**src/hdl/assert_macros.svh**
```systemverilog
// assertion macros shared by the rle encoder rtl
`ifndef ASSERT_MACROS_SVH
`define ASSERT_MACROS_SVH

// same-cycle implication, ignored while reset is high
`define CHK_IMPLY(label, clk, rst, ante, cons, msg) \
  label: assert property (@(posedge clk) disable iff (rst) (ante) |-> (cons)) \
    else $error(msg);

// next-cycle implication, ignored while reset is high
`define CHK_NEXT(label, clk, rst, ante, cons, msg) \
  label: assert property (@(posedge clk) disable iff (rst) (ante) |=> (cons)) \
    else $error(msg);

`endif

```
**src/hdl/tgarle_pkg.sv**
```systemverilog
// shared types, constants and helpers for the tga rle pixel encoder
`timescale 1ns / 1ps

package tgarle_pkg;

  localparam int PIX_W                 = 24;
  localparam int HDR_W                 = 8;
  localparam int CNT_OUT_W             = 3;
  localparam int OUT_LANES             = 4;
  localparam int DEF_MAX_PACKET        = 128;
  localparam int DEF_PIXELS_PER_RESULT = 4;
  localparam int RUN_BASE              = 127;

  typedef logic [PIX_W-1:0] pixel_t;

  // one pending packet: header info plus the pixel that closes it
  typedef struct packed {
    logic              hdr;
    logic [HDR_W-1:0]  header;
    logic              tail;
    pixel_t            tail_pix;
  } pkt_desc_t;

  // controller to datapath commands
  typedef struct packed {
    logic accept;
    logic start_pkt;
    logic load_out;
  } ctl_cmd_t;

  // datapath to controller status
  typedef struct packed {
    logic will_emit;
    logic pkt_pending;
    logic chunk_last;
    logic out_free;
  } dp_status_t;

  // run packet header for a run of rep pixels
  function automatic logic [HDR_W-1:0] run_header(input logic [HDR_W-1:0] rep);
    return rep + HDR_W'(RUN_BASE);
  endfunction

  // raw packet header for n pixels
  function automatic logic [HDR_W-1:0] raw_header(input logic [HDR_W-1:0] n);
    return n - HDR_W'(1);
  endfunction

endpackage

```
**src/hdl/tgarle_ctrl.sv**
```systemverilog
// controller state machine sequencing packet emission
`timescale 1ns / 1ps

module tgarle_ctrl (
  input  logic                   clk,
  input  logic                   rst,
  input  logic                   in_valid,
  output logic                   in_stall,
  input  tgarle_pkg::dp_status_t status,
  output tgarle_pkg::ctl_cmd_t   cmd
);
  import tgarle_pkg::*;

  localparam logic [1:0] ST_IDLE = 2'd0;
  localparam logic [1:0] ST_SEL  = 2'd1;
  localparam logic [1:0] ST_READ = 2'd2;
  localparam logic [1:0] ST_LOAD = 2'd3;

  logic [1:0] state;
  logic [1:0] state_next;

  // next state and commands
  always_comb begin
    state_next    = state;
    cmd           = '0;
    in_stall      = (state != ST_IDLE);
    unique case (state)
      ST_IDLE: begin
        if (in_valid) begin
          cmd.accept = 1'b1;
          if (status.will_emit) state_next = ST_SEL;
        end
      end
      ST_SEL: begin
        cmd.start_pkt = 1'b1;
        state_next    = ST_READ;
      end
      ST_READ: begin
        state_next = ST_LOAD;
      end
      ST_LOAD: begin
        if (status.out_free) begin
          cmd.load_out = 1'b1;
          priority if (!status.chunk_last) state_next = ST_READ;
          else if (status.pkt_pending)    state_next = ST_SEL;
          else                            state_next = ST_IDLE;
        end
      end
      default: state_next = ST_IDLE;
    endcase
  end

  // state register
  always_ff @(posedge clk) begin
    if (rst) begin
      state <= ST_IDLE;
    end else begin
      state <= state_next;
    end
  end

endmodule

```
**src/hdl/tgarle_dpath.sv**
```systemverilog
// datapath: packet state, raw pixel buffer and result register
`timescale 1ns / 1ps

module tgarle_dpath #(
  parameter int MAX_PACKET        = tgarle_pkg::DEF_MAX_PACKET,
  parameter int PIXELS_PER_RESULT = tgarle_pkg::DEF_PIXELS_PER_RESULT
) (
  input  logic                           clk,
  input  logic                           rst,
  input  logic                           cfg_we,
  input  logic                           cfg_data,
  input  logic [7:0]                     red,
  input  logic [7:0]                     green,
  input  logic [7:0]                     blue,
  input  logic                           last_pixel,
  input  logic                           out_stall,
  input  tgarle_pkg::ctl_cmd_t           cmd,
  output tgarle_pkg::dp_status_t         status,
  output logic                           out_valid,
  output logic                           has_header,
  output logic [tgarle_pkg::HDR_W-1:0]   header_byte,
  output logic [tgarle_pkg::CNT_OUT_W-1:0] pixel_count,
  output logic [tgarle_pkg::PIX_W-1:0]   pixel_a,
  output logic [tgarle_pkg::PIX_W-1:0]   pixel_b,
  output logic [tgarle_pkg::PIX_W-1:0]   pixel_c,
  output logic [tgarle_pkg::PIX_W-1:0]   pixel_d,
  output logic                           last_result
);
  import tgarle_pkg::*;

  localparam int PPR    = PIXELS_PER_RESULT;
  localparam int CNT_W  = $clog2(MAX_PACKET + 1);
  localparam int ROWS   = (MAX_PACKET + PPR - 1) / PPR;
  localparam int ROW_W  = (ROWS > 1) ? $clog2(ROWS) : 1;
  localparam int LANE_W = (PPR > 1) ? $clog2(PPR) : 1;

  // packet state; the newest pending raw pixel lives in prev, not the buffer
  logic             compress;
  pixel_t           prev;
  logic [CNT_W-1:0] rep;
  logic [CNT_W-1:0] rawc;
  logic             started;
  logic [ROW_W-1:0] wr_row;
  logic [LANE_W-1:0] wr_lane;

  pixel_t            prev_next;
  logic [CNT_W-1:0]  rep_next;
  logic [CNT_W-1:0]  rawc_next;
  logic              started_next;
  logic              ptr_clear;
  logic              mem_we;

  // pending packets decided at accept
  logic              p1_valid, p2_valid;
  pkt_desc_t         p1, p2;
  logic [CNT_W-1:0]  p1_n, p2_n;
  logic              p1_valid_next, p2_valid_next;
  pkt_desc_t         p1_next, p2_next;
  logic [CNT_W-1:0]  p1_n_next, p2_n_next;

  // packet being drained
  pkt_desc_t         cur;
  logic [CNT_W-1:0]  left;
  logic [ROW_W-1:0]  cur_row;
  logic              first;

  pixel_t            rd_data [OUT_LANES];
  pixel_t            res_pix [OUT_LANES];
  logic [CNT_OUT_W-1:0] take;

  pixel_t            pix;
  logic              same;
  logic              empty;

  assign pix   = {red, green, blue};
  assign same  = (pix == prev);
  assign empty = (rawc == '0);

  // packet decision for the incoming pixel
  always_comb begin
    prev_next     = prev;
    rep_next      = rep;
    rawc_next     = rawc;
    started_next  = started;
    ptr_clear     = 1'b0;
    mem_we        = 1'b0;
    p1_valid_next = 1'b0;
    p1_next       = '0;
    p1_n_next     = '0;
    p2_valid_next = 1'b0;
    p2_next       = '0;
    p2_n_next     = '0;
    if (!compress) begin
      p2_valid_next    = 1'b1;
      p2_next.tail     = 1'b1;
      p2_next.tail_pix = pix;
      p2_n_next        = CNT_W'(1);
    end else begin
      priority if (!started) begin
        prev_next    = pix;
        rep_next     = CNT_W'(1);
        rawc_next    = '0;
        started_next = 1'b1;
        ptr_clear    = 1'b1;
      end else if (same && empty && (rep < CNT_W'(MAX_PACKET))) begin
        rep_next = rep + CNT_W'(1);
      end else if (!same && empty && (rep == CNT_W'(1))) begin
        mem_we    = 1'b1;
        rawc_next = CNT_W'(2);
        prev_next = pix;
      end else if (!same && !empty && (rawc < CNT_W'(MAX_PACKET))) begin
        mem_we    = 1'b1;
        rawc_next = rawc + CNT_W'(1);
        prev_next = pix;
      end else if (!same && !empty) begin
        // full raw stretch goes out, new pixel opens the next one
        p1_valid_next    = 1'b1;
        p1_next.hdr      = 1'b1;
        p1_next.header   = raw_header(HDR_W'(MAX_PACKET));
        p1_next.tail     = 1'b1;
        p1_next.tail_pix = prev;
        p1_n_next        = CNT_W'(MAX_PACKET);
        rawc_next        = CNT_W'(1);
        prev_next        = pix;
        ptr_clear        = 1'b1;
      end else if (same && !empty) begin
        // stretch minus its last pixel, that pixel starts a run of two
        if (rawc > CNT_W'(1)) begin
          p1_valid_next  = 1'b1;
          p1_next.hdr    = 1'b1;
          p1_next.header = raw_header(HDR_W'(rawc - CNT_W'(1)));
          p1_n_next      = rawc - CNT_W'(1);
        end
        rawc_next = '0;
        rep_next  = CNT_W'(2);
        ptr_clear = 1'b1;
      end else begin
        // run ends: full run or a different pixel
        p1_valid_next    = 1'b1;
        p1_next.hdr      = 1'b1;
        p1_next.header   = run_header(HDR_W'(rep));
        p1_next.tail     = 1'b1;
        p1_next.tail_pix = prev;
        p1_n_next        = CNT_W'(1);
        rep_next         = CNT_W'(1);
        prev_next        = pix;
      end
      // end of image flush
      if (last_pixel) begin
        p2_valid_next    = 1'b1;
        p2_next.hdr      = 1'b1;
        p2_next.tail     = 1'b1;
        p2_next.tail_pix = prev_next;
        if (rawc_next != '0) begin
          p2_next.header = raw_header(HDR_W'(rawc_next));
          p2_n_next      = rawc_next;
        end else begin
          p2_next.header = run_header(HDR_W'(rep_next));
          p2_n_next      = CNT_W'(1);
        end
        rawc_next    = '0;
        rep_next     = CNT_W'(1);
        started_next = 1'b0;
        ptr_clear    = 1'b1;
      end
    end
  end

  // configuration register and packet state
  always_ff @(posedge clk) begin
    if (rst) begin
      compress <= 1'b1;
      prev     <= '0;
      rep      <= CNT_W'(1);
      rawc     <= '0;
      started  <= 1'b0;
      wr_row   <= '0;
      wr_lane  <= '0;
    end else begin
      if (cfg_we) compress <= cfg_data;
      if (cmd.accept) begin
        prev    <= prev_next;
        rep     <= rep_next;
        rawc    <= rawc_next;
        started <= started_next;
        priority if (ptr_clear) begin
          wr_row  <= '0;
          wr_lane <= '0;
        end else if (mem_we) begin
          if (wr_lane == LANE_W'(PPR - 1)) begin
            wr_lane <= '0;
            wr_row  <= wr_row + ROW_W'(1);
          end else begin
            wr_lane <= wr_lane + LANE_W'(1);
          end
        end
      end
    end
  end

  // raw buffer, one memory per result lane below PIXELS_PER_RESULT, rows line up with results
  for (genvar k = 0; k < OUT_LANES; k++) begin : g_lane
    if (k < PPR) begin : g_mem
      pixel_t lane_mem [ROWS];
      always_ff @(posedge clk) begin
        if (cmd.accept && mem_we && (wr_lane == LANE_W'(k))) begin
          lane_mem[wr_row] <= prev;
        end
        rd_data[k] <= lane_mem[cur_row];
      end
    end else begin : g_none
      assign rd_data[k] = '0;
    end
  end

  // pending packet slots and drain position
  always_ff @(posedge clk) begin
    if (rst) begin
      p1_valid <= 1'b0;
      p2_valid <= 1'b0;
      first    <= 1'b0;
    end else begin
      priority if (cmd.accept) begin
        p1_valid <= p1_valid_next;
        p2_valid <= p2_valid_next;
      end else if (cmd.start_pkt) begin
        if (p1_valid) p1_valid <= 1'b0;
        else          p2_valid <= 1'b0;
        first <= 1'b1;
      end else if (cmd.load_out) begin
        first <= 1'b0;
      end
    end
  end

  always_ff @(posedge clk) begin
    if (cmd.accept) begin
      p1   <= p1_next;
      p1_n <= p1_n_next;
      p2   <= p2_next;
      p2_n <= p2_n_next;
    end
    priority if (cmd.start_pkt) begin
      cur     <= p1_valid ? p1 : p2;
      left    <= p1_valid ? p1_n : p2_n;
      cur_row <= '0;
    end else if (cmd.load_out) begin
      left    <= left - CNT_W'(take);
      cur_row <= cur_row + ROW_W'(1);
    end
  end

  // result assembly for the current chunk
  always_comb begin
    status.chunk_last  = (left <= CNT_W'(PPR));
    take               = status.chunk_last ? CNT_OUT_W'(left) : CNT_OUT_W'(PPR);
    for (int k = 0; k < OUT_LANES; k++) begin
      if (CNT_OUT_W'(k) < take) begin
        if (cur.tail && status.chunk_last && (CNT_OUT_W'(k) == take - CNT_OUT_W'(1)))
          res_pix[k] = cur.tail_pix;
        else
          res_pix[k] = rd_data[k];
      end else begin
        res_pix[k] = '0;
      end
    end
    status.will_emit   = p1_valid_next || p2_valid_next;
    status.pkt_pending = p1_valid || p2_valid;
    status.out_free    = !out_valid || !out_stall;
  end

  // result register
  always_ff @(posedge clk) begin
    if (rst) begin
      out_valid <= 1'b0;
    end else if (cmd.load_out) begin
      out_valid <= 1'b1;
    end else if (!out_stall) begin
      out_valid <= 1'b0;
    end
  end

  always_ff @(posedge clk) begin
    if (cmd.load_out) begin
      has_header  <= first && cur.hdr;
      header_byte <= (first && cur.hdr) ? cur.header : '0;
      pixel_count <= take;
      pixel_a     <= res_pix[0];
      pixel_b     <= res_pix[1];
      pixel_c     <= res_pix[2];
      pixel_d     <= res_pix[3];
      last_result <= status.chunk_last && !p1_valid && !p2_valid;
    end
  end

endmodule

```
**src/hdl/tga_rle_pixel_encoder_top.sv**
```systemverilog
// tga type-10 rle pixel encoder: an item producing no result is taken unstalled
// an item producing results stalls input through a select state per packet,
// then a buffer row read and a result load each; loads wait on output stall
// the buffer memory reads one row of pixels per result through one read port
// reset is synchronous: clears control, counts and the result valid flag
// the raw buffer is not cleared; entries are read only after being written
`timescale 1ns / 1ps
`include "assert_macros.svh"

module tga_rle_pixel_encoder_top #(
  parameter int MAX_PACKET        = tgarle_pkg::DEF_MAX_PACKET,
  parameter int PIXELS_PER_RESULT = tgarle_pkg::DEF_PIXELS_PER_RESULT
) (
  input  logic                             clk,
  input  logic                             rst,
  input  logic                             cfg_valid,
  output logic                             cfg_ready,
  input  logic                             compress_enable,
  input  logic                             in_valid,
  output logic                             in_stall,
  input  logic [7:0]                       red,
  input  logic [7:0]                       green,
  input  logic [7:0]                       blue,
  input  logic                             last_pixel,
  output logic                             out_valid,
  input  logic                             out_stall,
  output logic                             has_header,
  output logic [tgarle_pkg::HDR_W-1:0]     header_byte,
  output logic [tgarle_pkg::CNT_OUT_W-1:0] pixel_count,
  output logic [tgarle_pkg::PIX_W-1:0]     pixel_a,
  output logic [tgarle_pkg::PIX_W-1:0]     pixel_b,
  output logic [tgarle_pkg::PIX_W-1:0]     pixel_c,
  output logic [tgarle_pkg::PIX_W-1:0]     pixel_d,
  output logic                             last_result
);
  import tgarle_pkg::*;

  ctl_cmd_t   cmd;
  dp_status_t status;

  // configuration transaction always taken
  assign cfg_ready = 1'b1;

  // controller
  tgarle_ctrl u_ctrl (
    .clk      (clk),
    .rst      (rst),
    .in_valid (in_valid),
    .in_stall (in_stall),
    .status   (status),
    .cmd      (cmd)
  );

  // datapath
  tgarle_dpath #(
    .MAX_PACKET        (MAX_PACKET),
    .PIXELS_PER_RESULT (PIXELS_PER_RESULT)
  ) u_dpath (
    .clk         (clk),
    .rst         (rst),
    .cfg_we      (cfg_valid && cfg_ready),
    .cfg_data    (compress_enable),
    .red         (red),
    .green       (green),
    .blue        (blue),
    .last_pixel  (last_pixel),
    .out_stall   (out_stall),
    .cmd         (cmd),
    .status      (status),
    .out_valid   (out_valid),
    .has_header  (has_header),
    .header_byte (header_byte),
    .pixel_count (pixel_count),
    .pixel_a     (pixel_a),
    .pixel_b     (pixel_b),
    .pixel_c     (pixel_c),
    .pixel_d     (pixel_d),
    .last_result (last_result)
  );

  // checks
  `CHK_IMPLY(a_count_range, clk, rst, out_valid, (pixel_count != 3'd0) && (pixel_count <= CNT_OUT_W'(PIXELS_PER_RESULT)), "pixel count out of range")
  `CHK_IMPLY(a_run_single, clk, rst, out_valid && has_header && header_byte[7], pixel_count == 3'd1, "run packet with more than one pixel")
  `CHK_IMPLY(a_hdr_zero, clk, rst, out_valid && !has_header, header_byte == '0, "header byte set without header")
  `CHK_NEXT(a_last_flush, clk, rst, in_valid && !in_stall && last_pixel, in_stall, "last pixel did not start a flush")

endmodule
```
**config.mk**
```make
export PLATFORM = sky130hd
export DESIGN_NAME = tga_rle_pixel_encoder_top
export DESIGN_NICKNAME = d
export VERILOG_FILES = /design/src/hdl/tgarle_pkg.sv /design/src/hdl/tgarle_ctrl.sv /design/src/hdl/tgarle_dpath.sv /design/src/hdl/tga_rle_pixel_encoder_top.sv
export VERILOG_INCLUDE_DIRS = /design/src /design/src/hdl
export SDC_FILE = /design/constraint.sdc
export NUM_CORES = 2
export LEC_CHECK = 0
export BUFFER_PORTS_ARGS = -buffer_cell sky130_fd_sc_hd__buf_2
export CAP_MARGIN = 10
export CORE_UTILIZATION = 50
export CTS_BUF_LIST = sky130_fd_sc_hd__clkbuf_16
export CTS_CLUSTER_DIAMETER = 40
export DETAILED_ROUTE_END_ITERATION = 6
export PLACE_DENSITY_LB_ADDON = 0.15
export SETUP_SLACK_MARGIN = 0.5
export SLEW_MARGIN = 20
export SYNTH_ARGS = -nofsm -noshare
export SYNTH_HDL_FRONTEND = slang
export SYNTH_SLANG_ARGS = --single-unit
```
**constraint.sdc**
```tcl
create_clock -name clk -period 9.8 [get_ports clk]
set_input_delay 1.96 -clock clk [delete_from_list [all_inputs] [get_ports clk]]
set_output_delay 1.96 -clock clk [all_outputs]
set_load 0.02 [all_outputs]
```
Word level (Yosys, flattened, before mapping)
Memories as Yosys holds them, arrays and structs flattened. A register that Yosys moved wholly into a read port is not among the register bits.
Index checks and enable logic that the tools add are counted.
{"block": "word_totals", "reg_bits": 295, "in_bits": 31, "mem_bits_rw": 3168, "memories": 5, "word_cells": 245}
{"block": "op_classes", "n_eq_ne": 16, "mux": 109, "magnitude_cmp": 8, "bitwise": 5, "n_addsub": 12, "reduce_logical": 50}
{"memory": "u_dpath.g_lane[0].g_mem.lane_mem", "depth": 32, "word_bits": 24, "rd": 1, "rd_ports_with_merged_regs": 1, "wr": 1, "line_no": "tgarle_dpath.sv:204", "rtl": "pixel_t lane_mem [ROWS];"}
{"memory": "u_dpath.g_lane[1].g_mem.lane_mem", "depth": 32, "word_bits": 24, "rd": 1, "rd_ports_with_merged_regs": 1, "wr": 1, "line_no": "tgarle_dpath.sv:204"}
{"memory": "u_dpath.g_lane[2].g_mem.lane_mem", "depth": 32, "word_bits": 24, "rd": 1, "rd_ports_with_merged_regs": 1, "wr": 1, "line_no": "tgarle_dpath.sv:204"}
{"memory": "u_dpath.g_lane[3].g_mem.lane_mem", "depth": 32, "word_bits": 24, "rd": 1, "rd_ports_with_merged_regs": 1, "wr": 1, "line_no": "tgarle_dpath.sv:204"}
{"memory": "u_dpath.rd_data", "depth": 4, "word_bits": 24, "rd": 4, "rd_ports_with_merged_regs": 0, "wr": 4, "line_no": "tgarle_dpath.sv:67", "rtl": "pixel_t rd_data [OUT_LANES];"}
{"cell": "24-bit 2-to-1 mux", "count": 11}
{"cell": "8-bit 2-to-1 mux", "count": 22}
{"cell": "34-bit 2-to-1 mux", "count": 3}
{"cell": "5-bit 2-to-1 mux", "count": 11}
{"cell": "1-bit 2-to-1 mux", "count": 49}
{"cell": "25-bit 2-to-1 mux", "count": 1}
{"cell": "24-bit equality test", "count": 1}
{"cell": "8-bit by 1-bit subtractor with 8-bit output (second input constant)", "count": 3}
{"cell": "1-bit logical AND", "count": 20}
{"cell": "9-bit 2-to-1 mux", "count": 2}
{"cell": "8-bit by 1-bit adder with 8-bit output (second input constant)", "count": 2}
{"cell": "8-bit by 7-bit adder with 8-bit output (second input constant)", "count": 2}
{"cell": "8-bit less-than comparator (second input constant)", "count": 2}
{"cell": "2-bit 2-to-1 mux", "count": 8}
{"cell": "5-bit by 1-bit adder with 5-bit output (second input constant)", "count": 2}
{"cell": "2-bit AND reduction", "count": 5}
{"cell": "2-bit nonzero test", "count": 5}
{"cell": "3-bit AND reduction", "count": 3}
{"cell": "2-bit equality test (second input constant)", "count": 4}
{"cell": "8-bit by 1-bit equality test with 1-bit output (second input constant)", "count": 1}
{"cell": "8-bit by 1-bit > comparator with 1-bit output (second input constant)", "count": 1}
{"cell": "8-bit by 3-bit less-or-equal comparator with 1-bit output (second input constant)", "count": 1}
{"cell": "8-bit logical NOT", "count": 1}
{"cell": "2-bit case mux with 4 select lines", "count": 1}
{"cell": "20 further kinds", "count": 39}

Longest topological paths before layout
{"block": "depth", "ltp_word": 14, "ltp_mapped": 15}

Modules after synthesis
A second synthesis with hierarchy kept.
{"block": "hier_totals", "cells_unflattened": 5960, "area_unflattened_um2": 132589.7}
{"mod": "tgarle_dpath", "n_inst": 1, "cells_per_inst": 5945, "area_each_um2": 132467.0, "seq_area_each_um2": 102488.3}
{"mod": "tgarle_ctrl", "n_inst": 1, "cells_per_inst": 13, "area_each_um2": 111.4, "seq_area_each_um2": 40.0}
{"mod": "tga_rle_pixel_encoder_top", "n_inst": 1, "cells_per_inst": 2, "area_each_um2": 11.3, "seq_area_each_um2": 0.0}

Worst setup path after synthesis
Ideal clock, no wire load.
{"block": "synth_timing", "path_kind": "input port to flip-flop", "startpoint": "in out_stall", "endpoint": "reg with a tool-made name", "path_buffers": 0, "setup_ns": 0.095, "stages": 6, "arrival_time_ns": 7.619, "slack_ns": 2.086, "t_required_ns": 9.705, "path_cell_list": "nand2_1 -> nand2_1 -> nor2_1 -> nand4_1 -> xor2_1 -> nor2_1"}
{"item": "from (decl)", "line_no": "tga_rle_pixel_encoder_top.sv:26", "rtl": "input logic out_stall,"}

Worst setup path in the final report
{"block": "layout_timing", "startpoint": "in blue[1]", "endpoint": "reg u_dpath.p2[32] (netlist name) (data pin)"}
{"block": "layout_between", "elab_chain_cells": 11, "elab_cells_between_ends": 27, "cone_classes": "add/sub: 2; eq/ne: 1; mux: 15; reduce/logical: 9"}
{"item": "from (decl)", "line_no": "tga_rle_pixel_encoder_top.sv:23", "rtl": "input logic [7:0] blue,"}
{"item": "24-bit equality test (*)", "line_no": "tgarle_dpath.sv:76", "rtl": "assign same = (pix == prev);"}
{"item": "1-bit logical AND or 1-bit logical NOT (tied branches)"}
{"item": "2-bit 2-to-1 mux, or another cell as far along", "line_no": "tgarle_dpath.sv:126", "rtl": "end else if (same && !empty) begin"}
{"item": "8-bit 2-to-1 mux or 1-bit logical AND (tied branches)", "line_no": "tgarle_dpath.sv:115, tgarle_dpath.sv:111"}
{"item": "8-bit 2-to-1 mux", "line_no": "tgarle_dpath.sv:111", "rtl": "end else if (!same && !empty && (rawc < CNT_W'(MAX_PACKET))) begin"}
{"item": "8-bit 2-to-1 mux", "line_no": "tgarle_dpath.sv:107", "rtl": "end else if (!same && empty && (rep == CNT_W'(1))) begin"}
{"item": "8-bit 2-to-1 mux", "line_no": "tgarle_dpath.sv:105", "rtl": "end else if (same && empty && (rep < CNT_W'(MAX_PACKET))) begin"}
{"item": "8-bit 2-to-1 mux", "line_no": "tgarle_dpath.sv:99", "rtl": "priority if (!started) begin"}
{"item": "8-bit 2-to-1 mux", "line_no": "tgarle_dpath.sv:93", "rtl": "if (!compress) begin"}
{"item": "8-bit by 7-bit adder with 8-bit output, or another cell as far along", "line_no": "tgarle_pkg.sv:41", "rtl": "return rep + HDR_W'(RUN_BASE);"}
{"item": "8-bit 2-to-1 mux (*)", "line_no": "tgarle_dpath.sv:154", "rtl": "if (rawc_next != '0) begin"}
{"item": "to (signal assigned)", "line_no": "tgarle_dpath.sv:240", "rtl": "p2 <= p2_next;"}
{"item": "to (decl)", "line_no": "tgarle_dpath.sv:55", "rtl": "pkt_desc_t p1, p2;"}
Every way passes the cells marked *; elsewhere a longest branch is shown, timed or not. The select of a mux whose other input is x is not followed.
A chain may end at the register's enable or synchronous reset.

==> flow_summary.toml <==
[outcome]
outcome = "finished, violations left"
violations = "DRC"

[sta]
clock_skew_ps = 65.01
final-hold-violation-count = 0
setup_viol = 0
slew_viol_final = 0
clock.fmax_mhz = 191.0
max_slew_margin_pct = 20.09
rsz0062_at_grt = "no"
period_needed_ps = 5235
fin_setup_tns_ps = 0
tightestPinTransition_ps = 1199
fin_crit_sh_pct = 53.42

[yosys]
yosysWarnings = 0
synth-main-ff-cell = "edfxtp_1"
synthTopCellsByArea = "edfxtp_1 (75%), mux4_2 (16%), dfxtp_1 (2.4%)"
synth_area_per_cell_um2 = 22.33
synth_area_um2 = 132600
synth_cell_types = 74
netlist.area_leader.share_pct = 74.91
synth-seq-area-share_pct = 77.34
synthCells = 5936
synth_edf_count = 3307
async_flop_share_pct = 0
yosys_register_bits = 3468
yosys.area.top_type = "edfxtp_1"

[finish]
stdcell_count = 10290
drive_gt1_share_pct = 34.76
regArea_um2 = 102600
multi_input_area_um2 = 29630
mostFrequentLayoutCells = "edfxtp_1 (3,307), mux4_2 (960), clkbuf_16 (465), nand2_1 (272), a21oi_1 (144)"
layout.nets = 6411
area_growth_pct = 16.66
num-fill-cells = 18780
final_common_cell = "edfxtp_1"

[clocking]
numCtsBuffers = 456
cts_max_path_buffers = 4
insertion_delay_ps = 920
holdBufCountCts = 0
htreeDepth = 5
cts_root_buf = "clkbuf_16"
tritoncts = "built"
cts.clk_slew.worst_paths_ps = 60
cts_resized = 0
cts.sinks = 3468
cts_setup_buffers = 0

[die]
dieArea_um2 = 267200
num_io_pins = 143
die_h_um = 516.9
coreArea_um2 = 263000
core.rowCount = 188
initial_core_util_pct = 50.41
die_w_um = 516.9

[drt]
routed_wl_um = 361600
drtIter0Drc = 8453
ant_nets = 0
via_count = 64390
viasPerCell = 6.260
drcViolationCount = 1
first_pass_iters = 7
wl_per_cell_um = 35.15

[global_routing]
grt_pass1_vias = 63120
grt_max_degree = 155
grt_pass1_wl_um = 500800
grt_antenna_before_repair = 39
track_usage_pct = 27.19
grt.overflow.total = 0

[worst_setup_path]
endpoint_kind = "register"
start_kind = "input port"
path_class = "in -> reg"
crit_required_ps = 10520
cp_max_fo = 11
worstPathArrival_ps = 5960

[placed_design]
portBuffers = 141
place_inst = 9417
dp_hpwl_um = 218900
gp_congestion = 0.9021

[pwr]
irDropWorstVdd_mv = 0.1734
powerDensity_nw_per_um2 = 233.0
p_leak_nw = 45.80

[job]
cap_viol_max_count = 0

[min_path]
hold_class = "reg -> reg"
-- metal layers --
| metal | vias up | wire [um] | global-route usage, % | share of wire [%] |
|---|---|---|---|---|
| met4 | 6 | 13030 | 9.642 | 3.6 |
| met3 | 551 | 30810 | 4.930 | 8.5 |
| met5 | - | 56 | 0 | 0.015 |
| met1 | 34850 | 145100 | 38.98 | 40 |
| met2 | 3103 | 172600 | 42.25 | 48 |
| li1 | 25880 | - | - | - |
-- worst paths after layout --
| path | startpoint | to | slack, ps | cells past startpoint |
|---|---|---|---|---|
| setup reg to reg | u_dpath.prev[9]$_SDFFE_PP0P_ | u_dpath.p2[32]$_SDFFCE_PN0P_ | 4710 | 10 |
| hold / removal | u_dpath.p1[4]$_SDFFCE_PP0P_ | u_dpath.cur[4]$_DFFE_PP_ | 490 | 1 |
| hold reg to reg | u_dpath.p1[4]$_SDFFCE_PP0P_ | u_dpath.cur[4]$_DFFE_PP_ | 490 | 1 |
| setup / recovery | blue[1] | u_dpath.p2[32]$_SDFFCE_PN0P_ | 4570 | 11 |
-- synth_stat cells, types with 6 or more instances --
cell type,n
nor2b_1,13
mux2i_1,10
a21oi_1,145
clkbuf_1,247
xnor2_1,37
o221a_2,17
nand2_1,276
mux2_2,130
nand2b_1,7
buf_2,8
mux4_2,960
nand4_1,9
a211oi_1,9
a31oi_1,7
o21ai_0,39
ha_1,20
dfxtp_1,161
nor4_1,12
nor2_1,189
buf_1,68
xor2_1,30
or3_1,6
nand3_1,39
inv_1,16
edfxtp_1,3307
and2_1,56
nor3_1,19
and3_1,19
-- cell type report --
type / count / area share (%)
flip-flops and latches: 3468 / 66.37
multi-input cells: 2126 / 19.16
clock buffers: 465 / 7.524
well taps: 3515 / 2.844
clock inverters: 391 / 2.746
repair buffers: 291 / 1.294
inverters: 17 / 0.04126
diodes: 13 / 0.02104
-- flip-flops by register name, indices dropped and copies added (netlist names), 3 cells and up, named ones only --
register	count
u_dpath.pixel_a	24
u_dpath.header_byte	8
u_dpath.rawc	8
u_dpath.g_lane.g_mem.lane_mem	3072
u_dpath.pixel_c	24
u_dpath.rd_data	96
u_dpath.left	8
u_dpath.p2	34
u_dpath.wr_row	5
u_dpath.cur	34
u_dpath.p1_n	8
u_dpath.pixel_b	24
u_dpath.p2_n	8
u_dpath.prev	24
u_dpath.pixel_count	3
u_dpath.rep	8
u_dpath.pixel_d	24
u_dpath.cur_row	5
u_dpath.p1	34
-- where the power goes --
part | internal (mW) | total (mW) | switching (mW)
logic | 0.980 | 2.34 | 1.36
clock network | 10.5 | 17.1 | 6.59
registers | 16.4 | 16.6 | 0.210
total | 27.9 | 36.0 | 8.16
-- per-stage QoR --
stage / area (um^2) / total power [mW] / utilization (%) / hold WS (ps) / worst slack, ps
final: 154700 / 36.03 / 58.81 / 492.0 / 4565
after global routing: 154600 / 36.90 / 58.80 / 520.6 / 4369
after CTS: 154600 / 36.23 / 58.79 / 501.2 / 4649
after detailed placement: 138700 / 19.31 / 52.75 / 511.0 / 3741
after global placement: 138700 / 19.28 / 52.74 / 507.8 / 3812
after floorplan: 132600 / 18.32 / - / 484.7 / 2086
-- kinds of logic (layout without fill, tap and decap cells) --
family	count (synthesis)	after routing	share of synthesized area [%]
AO/OA/AOI/OAI	259	259	1.213
XOR/XNOR	67	67	0.4427
adder cells (fa/ha/maj)	20	20	0.1888
buffers and inverters	343	1164	0.9901
flip-flops	3468	3468	77.34
multiplexers	1100	1100	17.49
other	1	15	0.002829
AND/OR/NAND/NOR	678	678	2.330
-- critical path, cell delays in order --
cell	delay, ps
buf_2	120
xnor2_1	190
nand4_1	190
nor4_2	950
nand2_1	520
o221ai_2	590
ha_1	290
o21ai_0	200
or3_1	430
or4_1	410
o211ai_1	100
No activity file was read; power rests on OpenSTA's default activity.
